File: src/hdl/ssflt_pkg.sv
// ============================================================================
// ssflt_pkg
// Shared types and constants for the sorted symbol floor lookup table.
// ============================================================================
package ssflt_pkg;

    localparam int DEFAULT_TABLE_DEPTH      = 1024;
    localparam int DEFAULT_NAME_HANDLE_BITS = 16;
    localparam int ADDR_W   = 64;
    localparam int NAME_W   = 16;
    localparam int KIND_W   = 2;
    localparam int BIND_W   = 3;
    localparam int OP_W     = 2;
    localparam int COUNT_W  = 11;

    localparam logic [OP_W-1:0] OP_ADD      = 2'd0;
    localparam logic [OP_W-1:0] OP_COALESCE = 2'd1;
    localparam logic [OP_W-1:0] OP_LOOKUP   = 2'd2;

    // Commands from the controller to the datapath.
    typedef enum logic [3:0] {
        CMD_NONE,
        CMD_START,     // latch the input item
        CMD_RD_LAST,   // read entry at scan index (idx - 1)
        CMD_SHIFT,     // move entry up one slot
        CMD_PLACE,     // write new entry at idx
        CMD_RD_FIRST,  // read entry 0 for lookup/coalesce
        CMD_RD_MID,    // read entry at middle of search window
        CMD_STEP,      // update window from compare
        CMD_RD_HIT,    // read entry at lo
        CMD_CO_RD_IN,  // read entry at scan input index
        CMD_CO_WRITE,  // write merged / moved entry at output index
        CMD_CO_DONE,   // set count to output index + 1
        CMD_RESULT     // load the result registers
    } cmd_t;

    typedef struct packed {
        logic       is_add;
        logic       is_coalesce;
        logic       is_lookup;
        logic       full;
        logic       empty;
        logic       shift_more;   // idx > 0 and stored address > new address
        logic       search_more;  // hi - lo > 1
        logic       below_first;  // query below entry 0
        logic       scan_more;    // input index < used entries
        logic       hit;
    } status_t;

endpackage

File: src/hdl/ssflt_ctrl.sv
// ============================================================================
// ssflt_ctrl
// Sequencer that steps the datapath through add, coalesce and lookup.
// ============================================================================
module ssflt_ctrl (
    input  logic               clk,
    input  logic               rst_n,
    input  logic               in_valid,
    output logic               in_ready,
    output logic               out_valid,
    input  logic               out_ready,
    input  ssflt_pkg::status_t status,
    output ssflt_pkg::cmd_t    cmd
);

    typedef enum logic [3:0] {
        S_IDLE, S_DECODE, S_ADD_RD, S_ADD_WAIT, S_ADD_CHK, S_FIRST_WAIT,
        S_FIRST_CHK, S_MID_WAIT, S_STEP, S_HIT_WAIT, S_CO_RD, S_CO_WAIT,
        S_RESULT, S_OUT
    } state_t;

    state_t state_reg;

    assign in_ready = (state_reg == S_IDLE) || (state_reg == S_OUT && out_ready);
    assign out_valid = (state_reg == S_OUT);

    always_comb
    begin
        cmd = ssflt_pkg::CMD_NONE;
        case (state_reg)
            S_IDLE:       if (in_valid) cmd = ssflt_pkg::CMD_START;
            S_OUT:        if (out_ready && in_valid) cmd = ssflt_pkg::CMD_START;
            S_ADD_RD:     cmd = ssflt_pkg::CMD_RD_LAST;
            S_ADD_CHK:    cmd = status.shift_more ? ssflt_pkg::CMD_SHIFT : ssflt_pkg::CMD_PLACE;
            S_DECODE:
            begin
                if (status.is_add && !status.full && status.empty)
                    cmd = ssflt_pkg::CMD_PLACE;
                else if ((status.is_lookup || status.is_coalesce) && !status.empty)
                    cmd = ssflt_pkg::CMD_RD_FIRST;
            end
            S_FIRST_CHK:
            begin
                if (status.is_coalesce)
                    cmd = ssflt_pkg::CMD_RD_MID;  // loads kept entry
                else if (!status.below_first)
                    cmd = ssflt_pkg::CMD_RD_MID;
            end
            S_MID_WAIT:   cmd = ssflt_pkg::CMD_STEP;
            S_STEP:       cmd = status.search_more ? ssflt_pkg::CMD_RD_MID
                                                   : ssflt_pkg::CMD_RD_HIT;
            S_CO_RD:      if (status.scan_more) cmd = ssflt_pkg::CMD_CO_RD_IN;
                          else cmd = ssflt_pkg::CMD_CO_DONE;
            S_CO_WAIT:    cmd = ssflt_pkg::CMD_CO_WRITE;
            S_RESULT:     cmd = ssflt_pkg::CMD_RESULT;
            default: ;
        endcase
    end

    always_ff @(posedge clk or negedge rst_n)
    begin
        if (!rst_n)
        begin
            state_reg <= S_IDLE;
        end
        else
        begin
            case (state_reg)
                S_IDLE:   if (in_valid) state_reg <= S_DECODE;
                S_OUT:
                begin
                    if (out_ready)
                        state_reg <= in_valid ? S_DECODE : S_IDLE;
                end
                S_DECODE:
                begin
                    if (status.is_add && !status.full)
                        state_reg <= status.empty ? S_RESULT : S_ADD_RD;
                    else if ((status.is_lookup || status.is_coalesce) && !status.empty)
                        state_reg <= S_FIRST_WAIT;
                    else
                        state_reg <= S_RESULT;
                end
                S_ADD_RD:     state_reg <= S_ADD_WAIT;
                S_ADD_WAIT:   state_reg <= S_ADD_CHK;
                S_ADD_CHK:
                begin
                    if (!status.shift_more)
                        state_reg <= S_RESULT;
                    else
                        state_reg <= S_ADD_RD;
                end
                S_FIRST_WAIT: state_reg <= S_FIRST_CHK;
                S_FIRST_CHK:
                begin
                    if (status.is_coalesce)
                        state_reg <= S_CO_RD;
                    else if (status.below_first)
                        state_reg <= S_RESULT;
                    else
                        state_reg <= S_MID_WAIT;
                end
                S_MID_WAIT:   state_reg <= S_STEP;
                S_STEP:       state_reg <= status.search_more ? S_MID_WAIT : S_HIT_WAIT;
                S_HIT_WAIT:   state_reg <= S_RESULT;
                S_CO_RD:      state_reg <= status.scan_more ? S_CO_WAIT : S_RESULT;
                S_CO_WAIT:    state_reg <= S_CO_RD;
                S_RESULT:     state_reg <= S_OUT;
                default:      state_reg <= S_IDLE;
            endcase
        end
    end

`ifndef SYNTHESIS
    a_no_accept_busy: assert property (@(posedge clk) disable iff (!rst_n)
        (state_reg != S_IDLE && state_reg != S_OUT) |-> !in_ready)
        else $error("input accepted while busy");
    a_out_follows_result: assert property (@(posedge clk) disable iff (!rst_n)
        $rose(out_valid) |-> $past(state_reg == S_RESULT))
        else $error("result shown without result load");
    a_result_once: assert property (@(posedge clk) disable iff (!rst_n)
        (state_reg == S_RESULT) |=> (state_reg == S_OUT))
        else $error("result stage not followed by output");
    a_hit_only_lookup: assert property (@(posedge clk) disable iff (!rst_n)
        status.hit |-> status.is_lookup)
        else $error("hit flag set outside a lookup");
`endif

endmodule

File: config.mk
export PLATFORM = sky130hd
export DESIGN_NAME = ssflt_ctrl
export DESIGN_NICKNAME = d
export VERILOG_FILES = /design/src/hdl/ssflt_pkg.sv /design/src/hdl/ssflt_ctrl.sv
export SDC_FILE = /design/constraint.sdc
export NUM_CORES = 1
export LEC_CHECK = 0
export BUFFER_PORTS_ARGS = -buffer_cell sky130_fd_sc_hd__buf_4
export CORE_UTILIZATION = 37
export DETAILED_ROUTE_END_ITERATION = 16
export GPL_TIMING_DRIVEN = 0
export PLACE_DENSITY_LB_ADDON = 0.2
export SETUP_SLACK_MARGIN = 0.2
export SYNTH_ARGS = -nofsm -noshare
export SYNTH_HDL_FRONTEND = slang
export SYNTH_SLANG_ARGS = --single-unit
File: constraint.sdc
create_clock -name clk -period 1.88 [get_ports clk]
set_input_delay 0.282 -clock clk [delete_from_list [all_inputs] [get_ports clk]]
set_output_delay 0.282 -clock clk [all_outputs]
set_load 0.01 [all_outputs]
==> impl_metrics.csv, run 1 <==
group,metric,value,unit
setup_path,critPathCaptureType,"primary output",
floorplan,die_area,1910,µm²
global_route,grt_usage,26.9,%
power_and_ir_drop,swShare,47.8,%
timing,fin_ws,-0.0222,ns
setup_path,rr_endpoint,"state_reg[0]$_DFFE_PN0P_",
synth,synthSimpleGateAreaFrac,36.8,%
clocking,clk_pin_slew,0.05,ns
power_and_ir_drop,p_int,864,µW
floorplan,pin_count,20,
synth,yosys.area_share.adder,0,%
detailed_routing,finalWirelength,2.35,mm
timing,relSlewSlack,77.5,%
clocking,cts_buffer_depth,2,
clocking,tritoncts,"done",
timing,drv_slew,0,
clocking,cts.sinks,4,
synth,synth_top_area_cell,"dfrtp_1",
timing,min_period,1.90,ns
global_route,antenna_found_initial,0,
detailed_routing,drtAntennaViolNets,0,
global_route,grt_pass1_wl,3.71,mm
run,cap_violations,0,
setup_path,critPathKind,"reg -> out",
worst_hold_path,whs_endpoint,"state_reg[0]$_DFFE_PN0P_",
synth,ys_top_cells_by_area,"dfrtp_1 (16%), nor2_1 (6.4%), a21oi_1 (6.2%), nand3b_1 (5.8%), nand2b_1 (4.9%)",
synth,yosysSeqAreaShare,15.6,%
setup_path,cp.arrival,1.62,ns
power_and_ir_drop,pwr-share-clk,7.2,%
synth,synthDistinctLibCells,40,
power_and_ir_drop,ir_worst_vdd,0.862,mV
synth,avgSynthCellArea,6.98,µm²
placement,hpwlAfterDp,1.44,mm
detailed_routing,vias,883,
timing,setup_violations,2,
status,violations,"negative setup slack",
clocking,cts_buffers,3,
synth,synth_area,642,µm²
synth,ys_ff_latch,4,
final_layout,area_delta_synth_final,48.7,%
clocking,cts_max_level,1,
synth,synth-compound-area-share,36.3,%
detailed_routing,drt_pre_antenna_iters,4,
setup_path,r2r-start,"state_reg[0]$_DFFE_PN0P_",
worst_hold_path,hold_class,"in -> reg",
synth,synthesis.instances,92,
detailed_routing,drt_iter0_drc,50,
floorplan,die_y,43.7,µm
placement,globalplace.congestion,0.878,
floorplan,core,1560,µm²
timing,hold_violations,0,
detailed_routing,wl_per_cell,17.0,µm
timing,rsz0062_at_grt,"yes",
detailed_routing,vias_per_cell,6.40,
power_and_ir_drop,p_sw,792,µW
placement,post_dp_cell_area,797,µm²
power_and_ir_drop,p_leak,0.396,nW
worst_hold_path,holdPathStages,3,
floorplan,start_util,41.2,%
setup_path,reg2reg_depth,5,
timing,clock.fmax,526,MHz
final_layout,largest_register_ffs,4,
timing,whs,0.353,ns
power_and_ir_drop,power_frac_comb,81.9,%
floorplan,dieWidth,43.7,µm
synth,synthMuxAreaShare,3.31,%
synth,synth_xor_area_share,0,%
synth,synth_fp_nets,106,
detailed_routing,drc,0,
clocking,cts-root-buf,"clkbuf_4",
setup_path,cp.required,1.60,ns
final_layout,fin_nets,138,
timing,skew,0.00485,ns
timing,worst_slew_pin_slew,0.336,ns
global_route,grt_max_degree,11,
setup_path,start_kind,"flop",
status,status,"complete, but fails checks",
global_route,grt_remaining_overflow,0,
worst_hold_path,min_from,"out_ready",
setup_path,cp_max_fo,10,
power_and_ir_drop,pwr-share-seq,10.8,%
setup_path,regToRegSetupSlack,0.34,ns
clocking,insertion_delay,0.25,ns
final_layout,final_layout_size_suffix_gt1_share,39.3,%
synth,synth_top_area_share,15.6,%
final_layout,final_area,955,µm²
power_and_ir_drop,power.density,1730,nW/µm²
timing,period_share,101,%
final_layout,diodes,0,
floorplan,rows,14,
global_route,grt_pass1_vias,790,
placement,io_buffers,18,
synth,ys_warn_count,0,
synth,synth_top_family_by_area,"simple AND/OR/NAND/NOR gates",
Yosys cell counts:
library cell and number:
nand3_1 4, o311ai_1 1, and2_1 1, or3b_1 2, nand2b_1 5, o32ai_1 1, inv_1 3, a21boi_0 1
o31ai_1 1, nand4_1 1, dfrtp_1 4, buf_4 1, a211oi_2 1, nand2_1 5, a311oi_1 1, mux2i_1 1
a32oi_1 1, buf_2 5, a31oi_1 2, o21ai_0 3, o21a_1 1, nand4b_1 1, a211oi_1 1, o22a_1 1
o22ai_1 2, o21ai_1 2, o211ai_1 2, mux2_2 1, nor2_1 11, nor2b_1 2, or4bb_1 1, a21oi_1 8
o221ai_1 1, clkbuf_1 2, and2b_1 1, or3_1 2, a2bb2oi_1 2, nor3_1 1, o2bb2ai_2 1, nand3b_1 5
worst max-delay path by stage:
stage	from	to	slack (ns)	cells after the start
6_report	state_reg[3]$_DFFE_PN0P_	cmd[2]	-0.02	6
3_3_place_gp	state_reg[0]$_DFFE_PN0P_	cmd[0]	0.13	5
4_1_cts	state_reg[1]$_DFFE_PN0P_	cmd[0]	0.008	6
2_1_floorplan	state_reg[1]$_DFFE_PN0P_	cmd[0]	0.40	5
5_1_grt	state_reg[3]$_DFFE_PN0P_	cmd[2]	-0.09	6
3_5_place_dp	state_reg[0]$_DFFE_PN0P_	cmd[0]	0.13	5
what timing repair did:
item	4_1_cts	5_1_grt
setup endpoints to repair	5	5
hold buffers	1	0
pin swaps	5	3
setup buffers	4	4
gates resized for setup	17	5
endpoints found under the hold margin	4	0
critical path: stages (launching register included):
cell and delay [ns]:
dfrtp_1 0.41, clkbuf_4 0.21, nand3b_1 0.20, a21oi_1 0.22, a31oi_2 0.09, o21ai_1 0.11
buf_4 0.13
power by group through the flow:
| stage | sequential [mW] | combinational (mW) | clock, mW |
|---|---|---|---|
| finish | 0.179 | 1.36 | 0.120 |
| global route | 0.183 | 1.47 | 0.123 |
| CTS | 0.177 | 1.24 | 0.115 |
| detailed placement | 0.169 | 1.05 | 0 |
| global placement | 0.166 | 1.06 | 0 |
| floorplan | 0.157 | 0.753 | 0 |
layout by cell type, fill, tap and decap left out, drive strengths merged, types with 2 or more instances in the layout:
| cell type | n |
|---|---|
| a211oi | 2 |
| a21oi | 8 |
| a2bb2oi | 2 |
| a31oi | 2 |
| buf | 31 |
| clkbuf | 6 |
| dfrtp | 4 |
| inv | 2 |
| nand2 | 5 |
| nand2b | 5 |
| nand3 | 4 |
| nand3b | 5 |
| nor2 | 11 |
| nor2b | 2 |
| o211ai | 2 |
| o21ai | 5 |
| o22ai | 2 |
| or3 | 2 |
| or3b | 2 |
cell families (layout without fill, tap and decap cells):
| group | count (synthesis) | count (layout) |
|---|---|---|
| flops | 4 | 4 |
| compound gates | 33 | 33 |
| mux | 2 | 2 |
| buf+inv | 11 | 41 |
| simple gates | 42 | 42 |
per-layer routing:
layer  share of wire (%)  vias up  track usage (%)
li1                    -      408                -
met1                  38      389             33.9
met2                  47       74             40.3
met3                  12       12             6.25
met4                 3.3        0             18.1
met5                   0        -                0
stage by stage:
stage	util [%]	TNS, ns	total power, mW	instances	setup WS, ns
2_1_floorplan	-	0	0.910	92	0.399
3_3_place_gp	51.1	0	1.22	126	0.130
3_5_place_dp	51.1	0	1.22	126	0.128
4_1_cts	58.5	0	1.53	134	0.00830
5_1_grt	61.2	-0.242	1.78	138	-0.0899
6_report	61.2	-0.0359	1.66	138	-0.0222
area by class of cell:
type,instances,area [µm²]
Buffer,8,75.1
Clock buffer,3,22.5
Fill cell,152,604
Inverter,3,15.0
Multi-Input combinational cell,77,515
Sequential cell,4,101
Tap cell,16,20.0
Timing Repair Buffer,27,205
(Power assumes the default switching activity.)
==> run 2, diff against run 1 <==
REMOVE_ABC_BUFFERS = 1   (was unset)
SLEW_MARGIN = 20   (was unset)
==> run 2 against run 1 <==
The flow still finishes with violations (negative setup slack); sequential power up 41%; final cell count down 2.9%; register-to-register slack worse by 0.13 ns; via count down 4.5%; worst setup slack improved by 0.0043 ns; global-route usage fell by 4.8 points; worst hold slack better by 0.0070 ns; critical path type unchanged; critical endpoint is now cmd[0].
==> impl_metrics.csv, run 2 (same netlist as run 1, synthesis figures left out) <==
group,metric,value,unit
timing,skew,0.000288,ns
timing,hold_violations,0,
placement,io_buffers,18,
final_layout,final_layout_size_suffix_gt1_share,41.5,%
timing,fin_setup_tns,-0.0179,ns
floorplan,rows,14,
clocking,cts_buffer_depth,2,
clocking,insertion_delay,0.24,ns
final_layout,final_cell_mix,"buf_4 (25), nor2_1 (8), a21oi_1 (6)",
final_layout,diodes,0,
floorplan,pin_count,20,
clocking,cts-root-buf,"clkbuf_4",
power_and_ir_drop,p_leak,0.392,nW
global_route,antenna_found_initial,0,
setup_path,r2r-start,"state_reg[0]$_DFFE_PN0P_",
timing,fin_ws,-0.0179,ns
worst_hold_path,whs_endpoint,"state_reg[0]$_DFFE_PN0P_",
global_route,grt_pass1_wl,3.11,mm
setup_path,cp.arrival,1.62,ns
setup_path,critPathCaptureType,"primary output",
final_layout,area_delta_synth_final,51.7,%
setup_path,reg2reg_depth,6,
final_layout,final_util,62.4,%
setup_path,regToRegSetupSlack,0.21,ns
global_route,grt_usage,22.1,%
timing,worst_slew_pin_slew,0.341,ns
floorplan,core,1560,µm²
setup_path,start_kind,"flop",
detailed_routing,wl_per_cell,17.0,µm
detailed_routing,vias_per_cell,6.29,
timing,rsz0062_at_grt,"yes",
clocking,clk_pin_slew,0.04,ns
floorplan,die_area,1910,µm²
floorplan,start_util,41.2,%
clocking,cts.sinks,4,
timing,clock.fmax,527,MHz
timing,min_period,1.90,ns
status,violations,"negative setup slack",
setup_path,cp_max_fo,4,
final_layout,largest_register_ffs,4,
placement,hpwlAfterDp,1.20,mm
final_layout,final_area,973,µm²
run,cap_violations,0,
timing,period_share,101,%
placement,post_dp_cell_area,757,µm²
timing,setup_violations,1,
floorplan,dieWidth,43.7,µm
clocking,cts_max_level,1,
detailed_routing,drt_pre_antenna_iters,4,
placement,post-place-cells,118,
worst_hold_path,holdPathStages,3,
status,status,"complete, but fails checks",
final_layout,final_cells,134,
detailed_routing,drc,0,
global_route,grt_pass1_vias,669,
placement,globalplace.congestion,0.813,
setup_path,cp.required,1.60,ns
timing,drv_slew,0,
setup_path,rr_endpoint,"state_reg[0]$_DFFE_PN0P_",
worst_hold_path,min_from,"out_ready",
detailed_routing,finalWirelength,2.28,mm
final_layout,fin_nets,134,
power_and_ir_drop,p_total,1.74,mW
global_route,grt_remaining_overflow,0,
timing,relSlewSlack,77.1,%
detailed_routing,drt_iter0_drc,30,
clocking,cts_buffers,3,
detailed_routing,drtAntennaViolNets,0,
power_and_ir_drop,power.density,1780,nW/µm²
detailed_routing,vias,843,
power_and_ir_drop,ir_worst_vdd,0.869,mV
global_route,grt_max_degree,22,
floorplan,die_y,43.7,µm
clocking,tritoncts,"done",
worst_hold_path,hold_class,"in -> reg",
final_layout,final_common_cell,"buf_4",
setup_path,critPathKind,"reg -> out",
==> run 2: cell types whose count changed in the layout (fill, tap and decap cells not counted), sizes merged <==
cell / change
inv: +1
buf: -2
clkbuf: -2
clkinvlp: -1
==> run 2: final cells by class <==
class                           count  area (µm²)
Multi-Input combinational cell     77         533
Tap cell                           16        20.0
Timing Repair Buffer               31         277
Fill cell                         138         586
Sequential cell                     4         110
Inverter                            3        11.3
Clock buffer                        3        22.5
==> run 2: worst max-delay path by stage <==
stage | startpoint | end
final | state_reg[0]$_DFFE_PN0P_ | cmd[0]
after global routing | state_reg[0]$_DFFE_PN0P_ | cmd[2]
after CTS | state_reg[0]$_DFFE_PN0P_ | cmd[0]
after detailed placement | state_reg[0]$_DFFE_PN0P_ | cmd[0]
after global placement | state_reg[0]$_DFFE_PN0P_ | cmd[0]
after floorplan | state_reg[0]$_DFFE_PN0P_ | cmd[0]
==> run 2: repair_timing <==
item	4_1_cts	5_1_grt
resized for setup	8	15
pin swaps	1	4
hold endpoints to repair	4	0
hold buffers	1	0
cloned	0	1
setup buffers	6	5
endpoints found under the setup margin	7	7
==> run 2: worst max-delay path: stages, from the launching register on <==
cell      delay, ns
dfrtp_4        0.49
or3b_1         0.35
a31oi_1        0.18
o21ai_1        0.09
o311ai_1       0.08
buf_4          0.18
==> run 2: routing by layer <==
layer	part of all wire, %	track usage (%)	wire, µm
met2	45	31.6	1040
met3	8.2	3.75	187
met5	0	0	0
met1	45	33.0	1020
met4	1.5	7.50	34
==> run 2: stage by stage <==
stage | worst slack (ns) | hold slack [ns]
finish | -0.0179 | 0.360
detailed placement | -0.0655 | 0.0791
global placement | -0.0388 | 0.0776
floorplan | 0.280 | -0.0136
CTS | 0.0224 | 0.357
global route | -0.0488 | 0.373
==> run 2: where the power goes <==
group,switching (mW),internal [mW]
Clock,0.0375,0.0716
Sequential,0.0997,0.152
Combinational,0.688,0.688
Total,0.826,0.911
